--- config.mk ---
export PLATFORM = sky130hd
export DESIGN_NAME = fp8_f32_converter_flat
export DESIGN_NICKNAME = d
export VERILOG_FILES = /design/src/rtl/f8c_pkg.sv /design/src/rtl/f8c_if.sv /design/src/rtl/fp8_f32_converter.sv /design/src/rtl/f8c_decode.sv /design/src/rtl/f8c_encode.sv /design/src/flat_wrapper.sv
export SDC_FILE = /design/constraint.sdc
export NUM_CORES = 1
export LEC_CHECK = 0
export BUFFER_PORTS_ARGS = -buffer_cell sky130_fd_sc_hd__buf_4
export CAP_MARGIN = 20
export CORE_UTILIZATION = 60
export DETAILED_ROUTE_END_ITERATION = 6
export GPL_ROUTABILITY_DRIVEN = 1
export GPL_TIMING_DRIVEN = 0
export PLACE_DENSITY = 0.84
export RECOVER_POWER = 25
export SLEW_MARGIN = 20
export SYNTH_ARGS = -nofsm -noshare
export SYNTH_HDL_FRONTEND = slang
export SYNTH_HIERARCHICAL = 1
export SYNTH_SLANG_ARGS = --single-unit
--- constraint.sdc ---
create_clock -name clk -period 22 [get_ports clk]
set_input_delay 3.3 -clock clk [delete_from_list [all_inputs] [get_ports clk]]
set_output_delay 3.3 -clock clk [all_outputs]
set_load 0.03 [all_outputs]
--- src/rtl/f8c_pkg.sv ---
// Package with shared constants and types for the FP8/FP32 converter.
`timescale 1ns / 1ps
`default_nettype none
package f8c_pkg;

    typedef enum logic {
        CMD_DECODE = 1'b0,
        CMD_ENCODE = 1'b1
    } command_t;

    typedef enum logic {
        FMT_E4M3FN = 1'b0,
        FMT_E5M2   = 1'b1
    } fp8_format_t;

    localparam logic [31:0] F32_QNAN    = 32'h7fc0_0000;
    localparam logic [31:0] F32_INF     = 32'h7f80_0000;
    localparam logic [6:0]  E4_NAN_MAG  = 7'd127;
    localparam logic [6:0]  E5_INF_MAG  = 7'd124;

    typedef struct packed {
        command_t     command;
        logic [7:0]   fp8_byte;
        logic [31:0]  f32_bits;
    } in_item_t;

endpackage
`default_nettype wire

--- src/rtl/f8c_if.sv ---
// Valid/ready channel interfaces for converter input and result items.
`timescale 1ns / 1ps
`default_nettype none
interface f8c_in_if;
    logic        valid;
    logic        ready;
    logic        command;
    logic [7:0]  fp8_byte;
    logic [31:0] f32_bits;

    modport source (output valid, output command, output fp8_byte, output f32_bits,
                    input ready);
    modport sink (input valid, input command, input fp8_byte, input f32_bits,
                  output ready);
endinterface

interface f8c_out_if;
    logic        valid;
    logic        ready;
    logic [31:0] result_f32;
    logic [7:0]  result_fp8;

    modport source (output valid, output result_f32, output result_fp8, input ready);
    modport sink (input valid, input result_f32, input result_fp8, output ready);
endinterface
`default_nettype wire

--- src/rtl/fp8_f32_converter.sv ---
// Top level of the FP8/FP32 converter: input register, conversion and result register.
`timescale 1ns / 1ps
`default_nettype none
// Converts one value per item between an FP8 byte (E4M3FN or E5M2, chosen by
// the format register) and FP32 bits, with round to nearest even on encode.
// An item is taken into an input register, converted by a short combinational
// path and placed in a result register, which offers the result; one item is
// accepted in every cycle while results are taken.
// The format register should only be written while no items are in flight.
module fp8_f32_converter
    import f8c_pkg::*;
(
    input  wire logic  clk,
    input  wire logic  rst_n,
    input  wire logic  cfg_we,
    input  wire logic  cfg_wdata,
    f8c_in_if.sink     in_ch,
    f8c_out_if.source  out_ch
);

    fp8_format_t fmt_reg;
    logic        s1_valid_reg;
    in_item_t    s1_item_reg;
    logic        s2_valid_reg;
    logic [31:0] s2_f32_reg;
    logic [7:0]  s2_fp8_reg;
    logic        s2_load;
    logic        s1_load;
    logic [31:0] dec_f32;
    logic [7:0]  enc_fp8;
    logic [31:0] res_f32_next;
    logic [7:0]  res_fp8_next;

    assign s2_load      = !s2_valid_reg || out_ch.ready;
    assign s1_load      = !s1_valid_reg || s2_load;
    assign in_ch.ready  = s1_load;

    f8c_decode u_decode (
        .fmt        (fmt_reg),
        .fp8_byte   (s1_item_reg.fp8_byte),
        .result_f32 (dec_f32)
    );

    f8c_encode u_encode (
        .fmt        (fmt_reg),
        .f32_bits   (s1_item_reg.f32_bits),
        .result_fp8 (enc_fp8)
    );

    assign res_f32_next = (s1_item_reg.command == CMD_DECODE) ? dec_f32 : 32'd0;
    assign res_fp8_next = (s1_item_reg.command == CMD_ENCODE) ? enc_fp8 : 8'd0;

    always_ff @(posedge clk or negedge rst_n)
    begin
        if (!rst_n)
        begin
            fmt_reg      <= FMT_E4M3FN;
            s1_valid_reg <= 1'b0;
            s2_valid_reg <= 1'b0;
        end
        else
        begin
            if (cfg_we)
                fmt_reg <= fp8_format_t'(cfg_wdata);
            if (s1_load)
                s1_valid_reg <= in_ch.valid;
            if (s2_load)
                s2_valid_reg <= s1_valid_reg;
        end
    end

    always_ff @(posedge clk)
    begin
        if (s1_load && in_ch.valid)
        begin
            s1_item_reg.command  <= command_t'(in_ch.command);
            s1_item_reg.fp8_byte <= in_ch.fp8_byte;
            s1_item_reg.f32_bits <= in_ch.f32_bits;
        end
        if (s2_load && s1_valid_reg)
        begin
            s2_f32_reg <= res_f32_next;
            s2_fp8_reg <= res_fp8_next;
        end
    end

    assign out_ch.valid      = s2_valid_reg;
    assign out_ch.result_f32 = s2_f32_reg;
    assign out_ch.result_fp8 = s2_fp8_reg;

endmodule
`default_nettype wire

--- src/rtl/f8c_decode.sv ---
// Combinational FP8 to FP32 decoder for E4M3FN and E5M2.
`timescale 1ns / 1ps
`default_nettype none
module f8c_decode
    import f8c_pkg::*;
(
    input  var fp8_format_t fmt,
    input  wire logic [7:0]  fp8_byte,
    output logic [31:0]      result_f32
);

    logic [4:0]  expo;
    logic [2:0]  mant;
    logic [7:0]  exp_f32;
    logic [22:0] frac;
    logic [31:0] mag_bits;
    logic [6:0]  mag;

    always_comb
    begin
        mag = fp8_byte[6:0];
        if (fmt == FMT_E5M2)
        begin
            expo = fp8_byte[6:2];
            mant = {1'b0, fp8_byte[1:0]};
        end
        else
        begin
            expo = {1'b0, fp8_byte[6:3]};
            mant = fp8_byte[2:0];
        end

        exp_f32 = 8'd0;
        frac    = 23'd0;
        if (expo != 5'd0)
        begin
            exp_f32 = {3'b000, expo} + ((fmt == FMT_E5M2) ? 8'd112 : 8'd120);
            frac    = (fmt == FMT_E5M2) ? {mant[1:0], 21'd0} : {mant, 20'd0};
        end
        else if (mant != 3'd0)
        begin
            // Normalize on the top set bit of the mantissa.
            priority if (mant[2])
            begin
                exp_f32 = 8'd120;
                frac    = {mant[1:0], 21'd0};
            end
            else if (mant[1])
            begin
                exp_f32 = (fmt == FMT_E5M2) ? 8'd112 : 8'd119;
                frac    = {mant[0], 22'd0};
            end
            else
            begin
                exp_f32 = (fmt == FMT_E5M2) ? 8'd111 : 8'd118;
                frac    = 23'd0;
            end
        end

        mag_bits = {1'b0, exp_f32, frac};
        if (fmt == FMT_E4M3FN)
        begin
            if (mag == E4_NAN_MAG)
                mag_bits = F32_QNAN;
        end
        else
        begin
            if (mag == E5_INF_MAG)
                mag_bits = F32_INF;
            if (mag > E5_INF_MAG)
                mag_bits = F32_QNAN;
        end
        result_f32 = mag_bits | {fp8_byte[7], 31'd0};
    end

endmodule
`default_nettype wire

--- src/rtl/f8c_encode.sv ---
// Combinational FP32 to FP8 encoder with round to nearest even and clamping.
`timescale 1ns / 1ps
`default_nettype none
module f8c_encode
    import f8c_pkg::*;
(
    input  var fp8_format_t fmt,
    input  wire logic [31:0] f32_bits,
    output logic [7:0]       result_fp8
);

    logic [30:0] abs_val;
    logic [7:0]  ef;
    logic [23:0] sig;
    logic [8:0]  s;
    logic [23:0] fl;
    logic [23:0] rem;
    logic [23:0] half;
    logic        up;
    logic        tie;
    logic [31:0] sum;
    logic [11:0] rounded;
    logic [11:0] code;
    logic [11:0] limit;
    logic        subnormal;

    always_comb
    begin
        abs_val   = f32_bits[30:0];
        subnormal = (fmt == FMT_E5M2) ? (abs_val < {8'd113, 23'd0})
                                      : (abs_val < {8'd121, 23'd0});
        ef  = abs_val[30:23];
        sig = {1'b1, abs_val[22:0]};
        if (ef == 8'd0)
        begin
            ef  = 8'd1;
            sig = {1'b0, abs_val[22:0]};
        end
        s = ((fmt == FMT_E5M2) ? 9'd134 : 9'd141) - {1'b0, ef};

        fl   = sig >> s[4:0];
        rem  = sig & ((24'd1 << s[4:0]) - 24'd1);
        half = 24'd1 << (s[4:0] - 5'd1);
        up   = (rem > half) || ((rem == half) && fl[0]);

        tie = (fmt == FMT_E5M2) ? abs_val[21] : abs_val[20];
        if (fmt == FMT_E5M2)
        begin
            sum     = {1'b0, abs_val} + 32'h000f_ffff + {31'd0, tie};
            rounded = {1'b0, sum[31:21]};
        end
        else
        begin
            sum     = {1'b0, abs_val} + 32'h0007_ffff + {31'd0, tie};
            rounded = sum[31:20];
        end

        if (subnormal)
        begin
            if (s > 9'd24)
                code = 12'd0;
            else
                code = fl[11:0] + {11'd0, up};
        end
        else
        begin
            code = rounded - ((fmt == FMT_E5M2) ? 12'd448 : 12'd960);
        end

        limit = (fmt == FMT_E5M2) ? {5'd0, E5_INF_MAG} : {5'd0, E4_NAN_MAG};
        if (code >= limit)
            code = limit;
        if (abs_val > 31'h7f80_0000)
            code = {5'd0, E4_NAN_MAG};
        result_fp8 = {f32_bits[31], code[6:0]};
    end

endmodule
`default_nettype wire

--- src/flat_wrapper.sv ---
// flat-port wrapper written by rule: the top's interface ports become plain ports
module fp8_f32_converter_flat import f8c_pkg::*;
  (clk, rst_n, cfg_we, cfg_wdata, in_ch_valid, in_ch_command, in_ch_fp8_byte, in_ch_f32_bits, in_ch_ready, out_ch_valid, out_ch_result_f32, out_ch_result_fp8, out_ch_ready);
  f8c_in_if in_ch_i ();
  f8c_out_if out_ch_i ();
  input  wire logic clk;
  input  wire logic rst_n;
  input  wire logic cfg_we;
  input  wire logic cfg_wdata;
  input wire logic [$bits(in_ch_i.valid)-1:0] in_ch_valid;
  input wire logic [$bits(in_ch_i.command)-1:0] in_ch_command;
  input wire logic [$bits(in_ch_i.fp8_byte)-1:0] in_ch_fp8_byte;
  input wire logic [$bits(in_ch_i.f32_bits)-1:0] in_ch_f32_bits;
  output wire logic [$bits(in_ch_i.ready)-1:0] in_ch_ready;
  output wire logic [$bits(out_ch_i.valid)-1:0] out_ch_valid;
  output wire logic [$bits(out_ch_i.result_f32)-1:0] out_ch_result_f32;
  output wire logic [$bits(out_ch_i.result_fp8)-1:0] out_ch_result_fp8;
  input wire logic [$bits(out_ch_i.ready)-1:0] out_ch_ready;
  assign in_ch_i.valid = in_ch_valid;
  assign in_ch_i.command = in_ch_command;
  assign in_ch_i.fp8_byte = in_ch_fp8_byte;
  assign in_ch_i.f32_bits = in_ch_f32_bits;
  assign in_ch_ready = in_ch_i.ready;
  assign out_ch_valid = out_ch_i.valid;
  assign out_ch_result_f32 = out_ch_i.result_f32;
  assign out_ch_result_fp8 = out_ch_i.result_fp8;
  assign out_ch_i.ready = out_ch_ready;
  fp8_f32_converter u_core (.clk(clk), .rst_n(rst_n), .cfg_we(cfg_we), .cfg_wdata(cfg_wdata), .in_ch(in_ch_i), .out_ch(out_ch_i));
endmodule
==> metrics.md <==
| Metric | Value |
|---|---|
| Worst path depth | `37` |
| Remaining Overflow, GRT | `0` |
| First-pass GRT wire length | `31.62 mm` |
| Worst path arrival time | `9490 ps` |
| Hold Path Class | `register to register` |
| CTS root buf | `clkbuf_16` |
| Die W | `108.8 um` |
| Syn-to-layout area delta | `18.07%` |
| Max incr delay on CP | `750 ps` |
| Clk buf depth | `2` |
| CP top delay family | `compound AO/OA/AOI/OAI gates` |
| Syn Area/Cell | `9.725 um^2` |
| Reg power frac | `0.318` |
| FF-to-FF End | `u_core/out_ch.result_fp8[0]` |
| Die Height | `108.8 um` |
| Vias in the first global route | `6341` |
| Core area | `10980 um^2` |
| Fin crit period | `9382 ps` |
| Switching Fraction | `0.3801` |
| Dominant cell type by area after synthesis | `edfxtp_1` |
| CTS H-tree depth | `3` |
| Share of post-route cells with drive strength above 1 | `0.2159` |
| Post-Synth XOR/XNOR Area | `0.01809` |
| Max Cap Viol | `0` |
| Total GRT Usage | `0.3532` |
| Simple-gate share of the synthesized area | `0.2167` |
| Final hold viol count | `0` |
| Via Count | `6456` |
| CP endpoint kind | `register` |
| NetSw | `0.2390 mW` |
| Post-synth top area share | `0.3553` |
| Filler Cell Count | `774` |
| Clk pwr share | `0.254` |
| Final Power | `0.6289 mW` |
| Fmax | `106.6 MHz` |
| CP Launch Point | `u_core/s1_item_reg[25]` |
| Startpoint types | `register` |
| Setup CP Type | `register to register` |
| Reg2reg path depth | `37` |
| Cts hold-fix bufs | `0` |
| Final core occ | `0.7360` |
| Seq cells post-synth | `84` |
| Largest net degree at the start of global routing | `35` |
| Synth Area in Adders | `0.07018` |
| Final worst slack | `12620 ps` |
| Logic pwr share | `0.428` |
| Largest family of logic cells by synthesized area | `simple AND/OR/NAND/NOR gates` |
| CP required | `22110 ps` |
| DR iter-0 viols | `809` |
| Number of buffers created by CTS | `9` |
| Worst clock skew | `8.685 ps` |
| Row count | `38` |
| Asr flop ratio synth | `0.03571` |
| Final period util | `0.4264` |
| Clk_lat worst skew | `350 ps` |
| Crit-path most repeated cell | `a21o_1` |
| Critical Path End | `u_core/out_ch.result_fp8[0]` |
| Worst Path Buf+Inv | `3` |
| R2R setup slack | `12620 ps` |
| # port buffers | `88` |
| Post-synthesis compound-gate area fraction | `0.1637` |
| Unrepaired setup endpoints after global routing | `no` |
| Commonest non-fill, non-tap cell in the layout | `edfxtp_1` |
| Finish-stage setup viols | `0` |
| Number of synthesized flops with an enable pin | `81` |
| Detailed Place HPWL | `14.87 mm` |
| Peak supply drop | `0.00006542 V` |
| Synthesis Warnings | `6` |
| Power per cell area | `77.80 nW/um^2` |
| CTS sink cnt | `84` |
| Initial antenna violation count | `0` |
| Initial core utilization | `0.6234` |
| Post-Syn Instances | `704` |
| Post-synthesis cell type count | `80` |
| ANT nets after route | `0` |
| Nets | `908` |
| Final Max Tran Viols | `0` |
| DRT Pass-1 Iters | `5` |
| Post-route DRC | `0` |
| Total negative slack | `0 ps` |
| Mapped Area | `6847 um^2` |
| Reg2reg start | `u_core/s1_item_reg[25]` |
| CTS-repair resized insts | `0` |
| DIE AREA | `11840 um^2` |
| Setup Buffers After CTS | `0` |
| Main synth FF type | `edfxtp_1` |
| Max FFs per register | `41` |
| Ant diodes | `0` |
| Most frequent cells in the layout | `edfxtp_1, buf_4, nand2_1` |
| Average vias per placed instance | `6.663` |
| Ranking of synthesized cells by area | `edfxtp_1, ha_1, mux4_2` |
| GP Congestion | `1.011` |
| CTS tree | `done` |
| Worst-path clk slew | `70 ps` |
| CP Max Fanout | `10` |
| Crit-path slowest cell | `a21boi_1` |
| Per-cell routed wire length | `20.65 um` |
| IO Count | `89` |
| Status | `finished, final reports clean` |
| Mux contribution to synthesized area | `0.1007` |
| Post-synthesis sequential area ratio | `0.3662` |
| Worst slew pin tran | `1187 ps` |
| Post-place setup slack | `12900 ps` |
| Internal cell power | `0.3899 mW` |
| Routed Wire Length | `20.01 mm` |
| Slew HR | `0.1987` |
| Pleak | `3.277 nW` |
-- layer usage --
| metal | global-route usage | vias up | wire length [um] |
|---|---|---|---|
| met2 | 0.5909 | 440 | 9678 |
| li1 | - | 2876 | - |
| met5 | 0 | - | 0 |
| met1 | 0.4348 | 3060 | 7767 |
| met3 | 0.07770 | 80 | 1860 |
| met4 | 0.1631 | 0 | 699 |
-- how the worst min path moves through the flow --
stage                         from                   to  slack [ps]  cells after the start
2_1_floorplan  u_core/s1_valid_reg  u_core/out_ch.valid         510                      1
3_3_place_gp   u_core/s1_valid_reg  u_core/out_ch.valid         530                      1
3_5_place_dp   u_core/s1_valid_reg  u_core/out_ch.valid         550                      1
4_1_cts        u_core/s1_valid_reg  u_core/out_ch.valid         580                      1
5_1_grt        u_core/s1_valid_reg  u_core/out_ch.valid         600                      1
6_report       u_core/s1_valid_reg  u_core/out_ch.valid         570                      1
-- cell type report --
class / count / area (um^2) / area share
well taps: 140 / 175.2 / 0.02167
clock inverters: 7 / 83.83 / 0.01037
repair buffers: 90 / 704.4 / 0.08714
inverters: 20 / 75.07 / 0.009286
plain buffers: 66 / 359.1 / 0.04442
flip-flops and latches: 84 / 2507 / 0.3102
clock buffers: 9 / 225.2 / 0.02786
multi-input cells: 553 / 3954 / 0.4891
-- power by group through the flow --
stage	combinational, mW	sequential (mW)	clock [mW]
floorplan	0.177	0.214	0
finish	0.269	0.200	0.159
CTS	0.261	0.200	0.161
global route	0.288	0.201	0.167
detailed placement	0.259	0.203	0
global placement	0.249	0.203	0
-- through the flow --
step / std cells / cell area (um^2) / hold slack (ps)
global route: 969 / 8084 / 598.1
finish: 969 / 8084 / 570.4
CTS: 969 / 8113 / 576.4
global placement: 951 / 7754 / 525.4
floorplan: 723 / 6918 / 511.3
detailed placement: 953 / 7804 / 550.3
-- Yosys cell counts (4+ instances only) --
library cell   n
nor2b_1       42
edfxtp_1      81
buf_2         16
a21o_1         8
mux2i_1       28
nand2_1       79
or3_1          7
nor2_1        31
o21a_1        10
a21oi_1       36
a2111oi_0      4
a211o_1        7
o21ai_0       13
buf_4         25
o311a_1        4
inv_1         20
mux2_2         6
mux4_2        14
o22ai_1        8
xnor2_1        8
a211oi_1      14
nand4_1       13
nor4_1        12
and3_1         8
buf_1          4
and2_1        18
ha_1          36
clkbuf_1      21
o211ai_1       8
nor3_1        20
nand3_1       19
nand2b_1       8
-- logic make-up after synthesis --
kind of cell,Yosys count
compound gates,156
xor+xnor,12
fa+ha+maj,38
buf+inv,86
flops,84
mux,49
other cells,1
simple gates,278
No activity file was read; power rests on OpenSTA's default activity.
